===== src/design/time_table_linear_interpolator_core_macros.svh =====
`ifndef TIME_TABLE_LINEAR_INTERPOLATOR_CORE_MACROS_SVH
`define TIME_TABLE_LINEAR_INTERPOLATOR_CORE_MACROS_SVH

`ifndef SYNTH
`define TTLI_ASSERT_IMPL(label, clk, rst_n, ante, cons) \
  label: assert property (@(posedge clk) disable iff (!rst_n) (ante) |-> (cons)) \
    else $error("assertion failed");
`define TTLI_ASSERT_NEXT(label, clk, rst_n, ante, cons) \
  label: assert property (@(posedge clk) disable iff (!rst_n) (ante) |=> (cons)) \
    else $error("assertion failed");
`else
`define TTLI_ASSERT_IMPL(label, clk, rst_n, ante, cons)
`define TTLI_ASSERT_NEXT(label, clk, rst_n, ante, cons)
`endif

`endif


===== src/design/ttli_pkg.sv =====
package ttli_pkg;

  localparam logic [1:0] MODE_APPEND = 2'd0;
  localparam logic [1:0] MODE_QUERY  = 2'd1;
  localparam logic [1:0] MODE_CLEAR  = 2'd2;

  localparam logic [2:0] ST_POSITION = 3'd0;
  localparam logic [2:0] ST_EMPTY    = 3'd1;
  localparam logic [2:0] ST_STORED   = 3'd2;
  localparam logic [2:0] ST_FULL     = 3'd3;
  localparam logic [2:0] ST_CLEARED  = 3'd4;

  typedef struct packed {
    logic [1:0]         mode;
    logic [31:0]        stamp;
    logic signed [31:0] entry_x;
    logic signed [31:0] entry_y;
  } ttli_in_t;

  typedef struct packed {
    logic [2:0]         status;
    logic signed [31:0] pos_x;
    logic signed [31:0] pos_y;
  } ttli_out_t;

  typedef struct packed {
    logic [31:0] stamp;
    logic [31:0] x;
    logic [31:0] y;
  } ttli_entry_t;

  typedef struct packed {
    logic [31:0] v0;
    logic [31:0] v1;
    logic [31:0] elapsed;
    logic [31:0] span;
  } ttli_interp_req_t;

endpackage


===== src/design/ttli_interp_unit.sv =====
module ttli_interp_unit (
  input  logic                      clk_i,
  input  logic                      rst_ni,
  input  logic                      start_i,
  input  ttli_pkg::ttli_interp_req_t req_i,
  output logic                      done_o,
  output logic [31:0]               res_o
);
  import ttli_pkg::*;

  localparam logic [1:0] S_IDLE = 2'd0;
  localparam logic [1:0] S_MUL  = 2'd1;
  localparam logic [1:0] S_DIV  = 2'd2;
  localparam logic [1:0] S_FIN  = 2'd3;
  localparam logic [6:0] MUL_LAST = 7'd31;
  localparam logic [6:0] DIV_LAST = 7'd64;

  logic [1:0]  state_q, state_d;
  logic [6:0]  cnt_q, cnt_d;
  logic        done_q, done_d;
  logic        neg_q, neg_d;
  logic [31:0] v0_q, v0_d;
  logic [31:0] span_q, span_d;
  logic [31:0] el_q, el_d;
  logic [32:0] mag_q, mag_d;
  logic [64:0] acc_q, acc_d;
  logic [31:0] rem_q, rem_d;
  logic [32:0] quo_q, quo_d;
  logic [31:0] res_q, res_d;

  logic [32:0] diff;
  logic [32:0] rem_sh;
  logic [32:0] delta;
  logic [32:0] sum;

  assign diff   = {req_i.v1[31], req_i.v1} - {req_i.v0[31], req_i.v0};
  assign rem_sh = {rem_q, acc_q[64]};
  assign delta  = neg_q ? (33'd0 - quo_q) : quo_q;
  assign sum    = {v0_q[31], v0_q} + delta;

  always_comb begin
    state_d = state_q;
    cnt_d   = cnt_q;
    done_d  = 1'b0;
    neg_d   = neg_q;
    v0_d    = v0_q;
    span_d  = span_q;
    el_d    = el_q;
    mag_d   = mag_q;
    acc_d   = acc_q;
    rem_d   = rem_q;
    quo_d   = quo_q;
    res_d   = res_q;
    case (state_q)
      S_IDLE: begin
        if (start_i) begin
          neg_d  = diff[32];
          mag_d  = diff[32] ? (33'd0 - diff) : diff;
          v0_d   = req_i.v0;
          span_d = req_i.span;
          el_d   = req_i.elapsed;
          acc_d  = '0;
          rem_d  = '0;
          quo_d  = '0;
          cnt_d  = '0;
          if (req_i.span == 32'd0) begin
            res_d   = req_i.v0;
            done_d  = 1'b1;
          end else begin
            state_d = S_MUL;
          end
        end
      end
      S_MUL: begin
        acc_d = {acc_q[63:0], 1'b0} + (el_q[31] ? {32'd0, mag_q} : 65'd0);
        el_d  = {el_q[30:0], 1'b0};
        cnt_d = cnt_q + 7'd1;
        if (cnt_q == MUL_LAST) begin
          cnt_d   = '0;
          state_d = S_DIV;
        end
      end
      S_DIV: begin
        if (rem_sh >= {1'b0, span_q}) begin
          rem_d = 32'(rem_sh - {1'b0, span_q});
          quo_d = {quo_q[31:0], 1'b1};
        end else begin
          rem_d = rem_sh[31:0];
          quo_d = {quo_q[31:0], 1'b0};
        end
        acc_d = {acc_q[63:0], 1'b0};
        cnt_d = cnt_q + 7'd1;
        if (cnt_q == DIV_LAST) begin
          state_d = S_FIN;
        end
      end
      S_FIN: begin
        res_d   = sum[31:0];
        done_d  = 1'b1;
        state_d = S_IDLE;
      end
      default: begin
        state_d = S_IDLE;
      end
    endcase
  end

  always_ff @(posedge clk_i or negedge rst_ni) begin
    if (!rst_ni) begin
      state_q <= S_IDLE;
      cnt_q   <= '0;
      done_q  <= 1'b0;
    end else begin
      state_q <= state_d;
      cnt_q   <= cnt_d;
      done_q  <= done_d;
    end
  end

  always_ff @(posedge clk_i) begin
    neg_q  <= neg_d;
    v0_q   <= v0_d;
    span_q <= span_d;
    el_q   <= el_d;
    mag_q  <= mag_d;
    acc_q  <= acc_d;
    rem_q  <= rem_d;
    quo_q  <= quo_d;
    res_q  <= res_d;
  end

  assign done_o = done_q;
  assign res_o  = res_q;

endmodule


===== config.mk =====
export PLATFORM = sky130hd
export DESIGN_NAME = ttli_interp_unit
export DESIGN_NICKNAME = d
export VERILOG_FILES = /design/src/design/time_table_linear_interpolator_core_macros.svh /design/src/design/ttli_pkg.sv /design/src/design/ttli_interp_unit.sv
export SDC_FILE = /design/constraint.sdc
export NUM_CORES = 1
export LEC_CHECK = 0
export BUFFER_PORTS_ARGS = -buffer_cell sky130_fd_sc_hd__buf_2
export CAP_MARGIN = 40
export CORE_ASPECT_RATIO = 2
export CORE_MARGIN = 4
export CORE_UTILIZATION = 50
export CTS_BUF_LIST = sky130_fd_sc_hd__clkbuf_8 sky130_fd_sc_hd__clkbuf_16
export CTS_CLUSTER_DIAMETER = 150
export CTS_CLUSTER_SIZE = 24
export DETAILED_ROUTE_END_ITERATION = 8
export PLACE_DENSITY_LB_ADDON = 0.1
export SLEW_MARGIN = 0
export SYNTH_ARGS = -nofsm -noshare
export SYNTH_HDL_FRONTEND = slang
export SYNTH_SLANG_ARGS = --single-unit

===== constraint.sdc =====
create_clock -name clk_i -period 11.4 [get_ports clk_i]
set_input_delay 0.57 -clock clk_i [delete_from_list [all_inputs] [get_ports clk_i]]
set_output_delay 0.57 -clock clk_i [all_outputs]
set_load 0.01 [all_outputs]

* After elaboration in Yosys (flattened, before gate mapping)
Index checks and enable logic that the tools add are counted.
** Storage, ports and cells
- Register bits after elaboration :: 301
- Bits in latches :: 0
- Memory bits (writable) :: 0
- Memory bits (read-only) :: 0
- Bits of input ports :: 131
- Output and inout port bits :: 33
- Word-level logic and storage cells :: 70
- Memories kept :: 0
** Operators by class
- Add/sub/neg operators :: 7
- Multiply operators :: 0
- Div/mod/pow operators :: 0
- Order comparisons :: 1
- Eq/ne operators :: 10
- Shifts and indexed selects :: 0
- Multiplexer cells :: 27
- Bitwise gates (word level) :: 0
- Reductions and logical operators :: 12
** Operators by type and width (number)
- $mux 32 :: 8
- $pmux 32 s2 :: 4
- $pmux 65 s3 :: 1
- $add 65x33->65 :: 1
- $mux 65 :: 1
- $ge 33x32->1 :: 1
- $mux 33 :: 1
- $sub 1x33->33 const A :: 1
- $sub 32x32->33 :: 1
- $add 32x32->32 :: 1
- $logic_not 32->1 :: 1
- $sub 1x32->32 const A :: 1
- $sub 32x32->32 :: 1
- $pmux 7 s3 :: 1
- $mux 7 :: 2
- $ne 2x2->1 const B :: 5
- $mux 2 :: 4
- $pmux 2 s4 :: 1
- $reduce_and 2->1 :: 4
- $add 7x1->7 const B :: 1
- $eq 7x5->1 const B :: 1
- $eq 7x7->1 const B :: 1
- $reduce_bool 2->1 :: 3
- $eq 2x2->1 const B :: 2
- 7 further kinds :: 9

* Logic depth before layout (Yosys ltp)
- Word-level depth :: 4
- Gate-level depth with buffers :: 20
- Mapped depth without buffers :: 20

* Least setup slack after synthesis
OpenSTA, ideal clock, no wires.
- Kind :: register to register
- From :: reg state_q[0]
- To :: reg quo_q[0] (enable)
- Setup time :: 0.574 ns
- Arrival :: 5.254 ns
- Path slack :: 5.571 ns
- Cell stages (with the launch flop) :: 5
- Buffers on the path :: 0
- Clock period less this slack :: 5.829 ns
- Cells stage by stage :: dfrtp_1 -> inv_1 -> ha_1 -> inv_2 -> o21ai_0
** Between the ends
- Word-level cells in the longest chain between the ends :: 3
- Elaborated cells on any way between the ends :: 5
** Ends and longest elaborated chain
- from (decl) :: RTL line ttli_interp_unit.sv:18 : logic [1:0] state_q, state_d;
- from (signal assigned) :: RTL line ttli_interp_unit.sv:114 : state_q <= state_d;
- $eq 2x2->1 / $logic_not 2->1 (equally long branches) :: RTL line ttli_interp_unit.sv:54 : case (state_q)
- $reduce_bool 2->1 (no source line) / $ne 2x2->1 (equally long branches)
- $reduce_and 2->1 (no source line) (*)
- to (signal assigned) :: RTL line ttli_interp_unit.sv:128 : quo_q <= quo_d;
- to (decl) :: RTL line ttli_interp_unit.sv:28 : logic [32:0] quo_q, quo_d;
Every way passes the cells marked *; elsewhere a longest branch is shown, timed or not.
A chain may end at the register's enable or synchronous reset.

* Worst setup path in the final report
- From :: reg quo_q[0]
- To :: reg res_q[31], in the netlist res_o[31] (data pin)
** Between the ends
- Word-level cells in the longest chain between the ends :: 4
** Ends and longest elaborated chain
- $sub 1x32->32 :: RTL line ttli_interp_unit.sv:38 : assign delta = neg_q ? (33'd0 - quo_q) : quo_q;
- $mux 32 (*) :: RTL line ttli_interp_unit.sv:38
- $add 32x32->32 (*) :: RTL line ttli_interp_unit.sv:39 : assign sum = {v0_q[31], v0_q} + delta;
- $pmux 32 s2 (*) :: RTL line ttli_interp_unit.sv:54
- via res_d[31] :: RTL line ttli_interp_unit.sv:29 : logic [31:0] res_q, res_d;
- to (signal assigned) :: RTL line ttli_interp_unit.sv:129 : res_q <= res_d;
- to (decl) :: RTL line ttli_interp_unit.sv:29
Mark *: on every way through the listed nets, which the timed path passes. The rest lies on a longest branch.

==> results.md <==
- Die height: around 300 um
- WHS: ~220 ps
- Setup TNS: 0 ps
- Peak supply drop: 142 uV
- Ports: 164
- Met2 Use GR: 0.473
- PwrDens: ~93 nW/um^2
- Top cell types by occurrence after synthesis: edfxtp_1, nand2_1, o21ai_0
- Worst endpoint data arrival time: 5300 ps
- Gr busiest metal: met2
- Cells after Synth: 2,072
- CTS buffer count: 16
- Initial DRT Pass Iterations: 5
- WS Path Type: register to register
- Worst Path Max Fanout: 5
- Adder-Cell Fraction of Synth Area: 0.0889
- Die ar.: ~45,000 sq um
- Dominant cells by area after synthesis: edfxtp_1, ha_1, xnor2_1, o21ai_0, a21oi_1
- Initial core utilization: 0.509
- Row count: 104
- Layout Skew: 18.3 ps
- Finished Layout Cells: 2,740
- Initial antenna violation count: 1
- Setup WS pre-CTS: roughly 6400 ps
- Area grow syn2layout: 9.26%
- FMAX: 0.198 GHz
- Complex-gate fraction of the synthesized area: 0.176
- CTS Root Cell: clkbuf_16
- Area leader, netlist: edfxtp_1
- GRT Util Overall: 0.235
- Die width: about 150 um
- Htree depth: 1
- Global placer's final weighted congestion: around 0.9
- Nets@finish: about 2.5k
- Final Max Tran Viols: 0
- Data required, critical path: 11,660 ps
- Cell Area, Synth: 20,600 sq um
- PnR worst setup slack: 6360 ps
- Register area share after synthesis: 0.436
- Top cell type's share of synthesized area: 0.424
- Post-CTS resize count: 0
- Status: finished clean
- Final setup violation count: 0
- DRC: 0
- Post-DR wirelength/cell: roughly 19 um
- Ys async rst share: 0.0332
- Most common cell on crit path: or4_1
- Syn Nets: 2,347
- Slew HR: 0.416
- Most frequent cell after synthesis: edfxtp_1
- Share of post-route cells with drive strength above 1: 0.124
- CP Launch Type: register
- DP Cell Count: 2,710
- Grt met3 use: 0.0137
- Remaining antenna violation count: 0
- CP peak stage delay: 610 ps
- Leak pwr: 9.37 nW
- Vias/cell: 5.83
- First-pass GRT wire length: 83,700 um
- Synth Flop Type: edfxtp_1
- Clk sinks: around 300
- Crit-path cells: inv_1 > ha_1 > nand2_1 > or3_1 > nand2b_1 > or4_1 > or4_1 > or4_1 > o21ai_1 > xnor2_1 > ha_1 > nor2b_1 > o21ai_0 > nand2b_1 > a21oi_1 > o21ai_0 > a31oi_1 > or3_1 > o211ai_2
- Worst Hold Class: input pin to register
- Main combinational cell family by area after synthesis: compound AO/OA/AOI/OAI gates
- #FFs+latches synth: roughly 300
- WL final: 53,200 um
- Synth Area in Simple Gates: 0.161
- Number of global-route vias before repair: 16.5k
- Iteration-0 DRC count of the detailed router: 800
- CP endpoint kind: register
- Total gr overflow: 0
- Final hold violations: 0
- Port bufs: 163
- Yosys warnings: 0
- Worst-Margin Slew: 869 ps
- Xor/xnor share of the synthesized area: 0.0672
- MaxCap Viol Count: 0
- Post-DP Area: 22,000 sq um
- RSZ-0062 raised after global routing: false
- Final Instance Area: ~23,000 sq um
- Post-DP HPWL: approximately 41,000 um
- Slowest-stage cell, CP: or4_1
- Min Tclk post-route: 5040 ps
- Clock Latency Late Sink: 530 ps
- Clock buffer depth: 3
- Final clock period utilization by the worst path: 0.442
- GRT met1 Usage: 0.243
- Post-synth EDFFs: 291
- CTS tree: built
- Pin count of the biggest net entering global routing: 57
- Vias: ~16k
- Clock slew at reported path FFs: between 100 and 150 ps
- Total core area: ~40,000 sq um
- Mean Syn Cell Area: 9.94 sq um
- Synth cell types: 82
- Multiplexer share of the synthesized area: 0.0360
## cell type report
cell class / count / area [sq um]
antenna: 1 / 2.50
clock buffer: 17 / 425
clock inverter: 11 / 53.8
fill: 3633 / 18000
inverter: 113 / 428
multi-input combinational: 1585 / 10900
sequential: 301 / 8990
tap: 530 / 663
timing repair buffer: 182 / 998
## layout by cell type (no fill, tap or decap), types with 20 or more instances in the layout
master,n
nor2_1,118
xnor2_1,109
inv_1,119
edfxtp_1,291
o21ai_0,142
xor2_1,49
a21oi_1,132
mux2_2,32
nor2b_1,40
mux2i_1,38
nand2b_1,20
a31oi_1,21
a21o_1,81
ha_1,137
buf_2,164
and2_1,80
nand3_1,50
nand2_1,169
nor3_1,32
and3_1,40
## logic make-up (layout without fill, tap and decap cells)
group,count (synthesis),in the layout
flops,301,301
xor+xnor,158,158
fa+ha+maj,144,144
simple gates,646,646
other cells,0,1
compound gates,567,567
mux,70,70
buf+inv,186,323
## power by group
part / total [mW] / internal (mW) / switching (mW)
sequential: 1.21 / 1.21 / 0
combinational: 0.238 / 0.0987 / 0.139
clock: 0.646 / 0.276 / 0.370
## registers in the layout (all words and copies together), names as in the netlist
name / cells
neg_q: 1
cnt_q: 7
state_q: 2
v0_q: 32
done_o: 1
el_q: 32
mag_q: 33
res_o: 32
acc_q: 65
quo_q: 32
span_q: 32
rem_q: 32
## per-stage QoR
stage | utilization | total power [mW]
5_1_grt | 0.556 | 2.18
2_1_floorplan | - | 1.40
3_5_place_dp | 0.544 | 1.48
3_3_place_gp | 0.542 | 1.47
4_1_cts | 0.556 | 2.12
6_report | 0.556 | 2.10
## what timing repair did
action,in CTS,in global routing
hold buffers,1,0
hold endpoints to repair,10,0
buffers inserted,0,0
## metal layers
metal | share of wire | routed length, um
met5 | 0 | 0
met4 | 0.048 | 2550
met3 | 0.025 | 1330
met2 | 0.57 | 30300
met1 | 0.36 | 19000
## worst paths after layout
| check | from | end | slack (ps) | cells after the start |
|---|---|---|---|---|
| min in group asynchronous | rst_ni | done_o$_DFF_PN0_ | 430 | 2 |
| setup reg to reg | quo_q[0]$_SDFFCE_PN0P_ | res_o[31]$_DFFE_PP_ | 6360 | 19 |
| hold / removal | req_i[24] | span_q[24]$_DFFE_PP_ | 220 | 1 |
| setup / recovery | quo_q[0]$_SDFFCE_PN0P_ | res_o[31]$_DFFE_PP_ | 6360 | 19 |
| hold reg to reg | cnt_q[6]$_DFFE_PN0P_ | cnt_q[6]$_DFFE_PN0P_ | 520 | 1 |
| max in group asynchronous | rst_ni | cnt_q[5]$_DFFE_PN0P_ | 10760 | 2 |
## worst max-delay path, delay by kind of cell, from the launching register on
kind                       cells  cell delay, ps
AOI/OAI and AO/OA              6             910
xor gates and xnor gates       1             150
adders and majority gates      2             480
buffers and inverters          1             100
DFF                            1             430
and+or+nand+nor                9            2720
No activity file was read; power rests on OpenSTA's default activity.
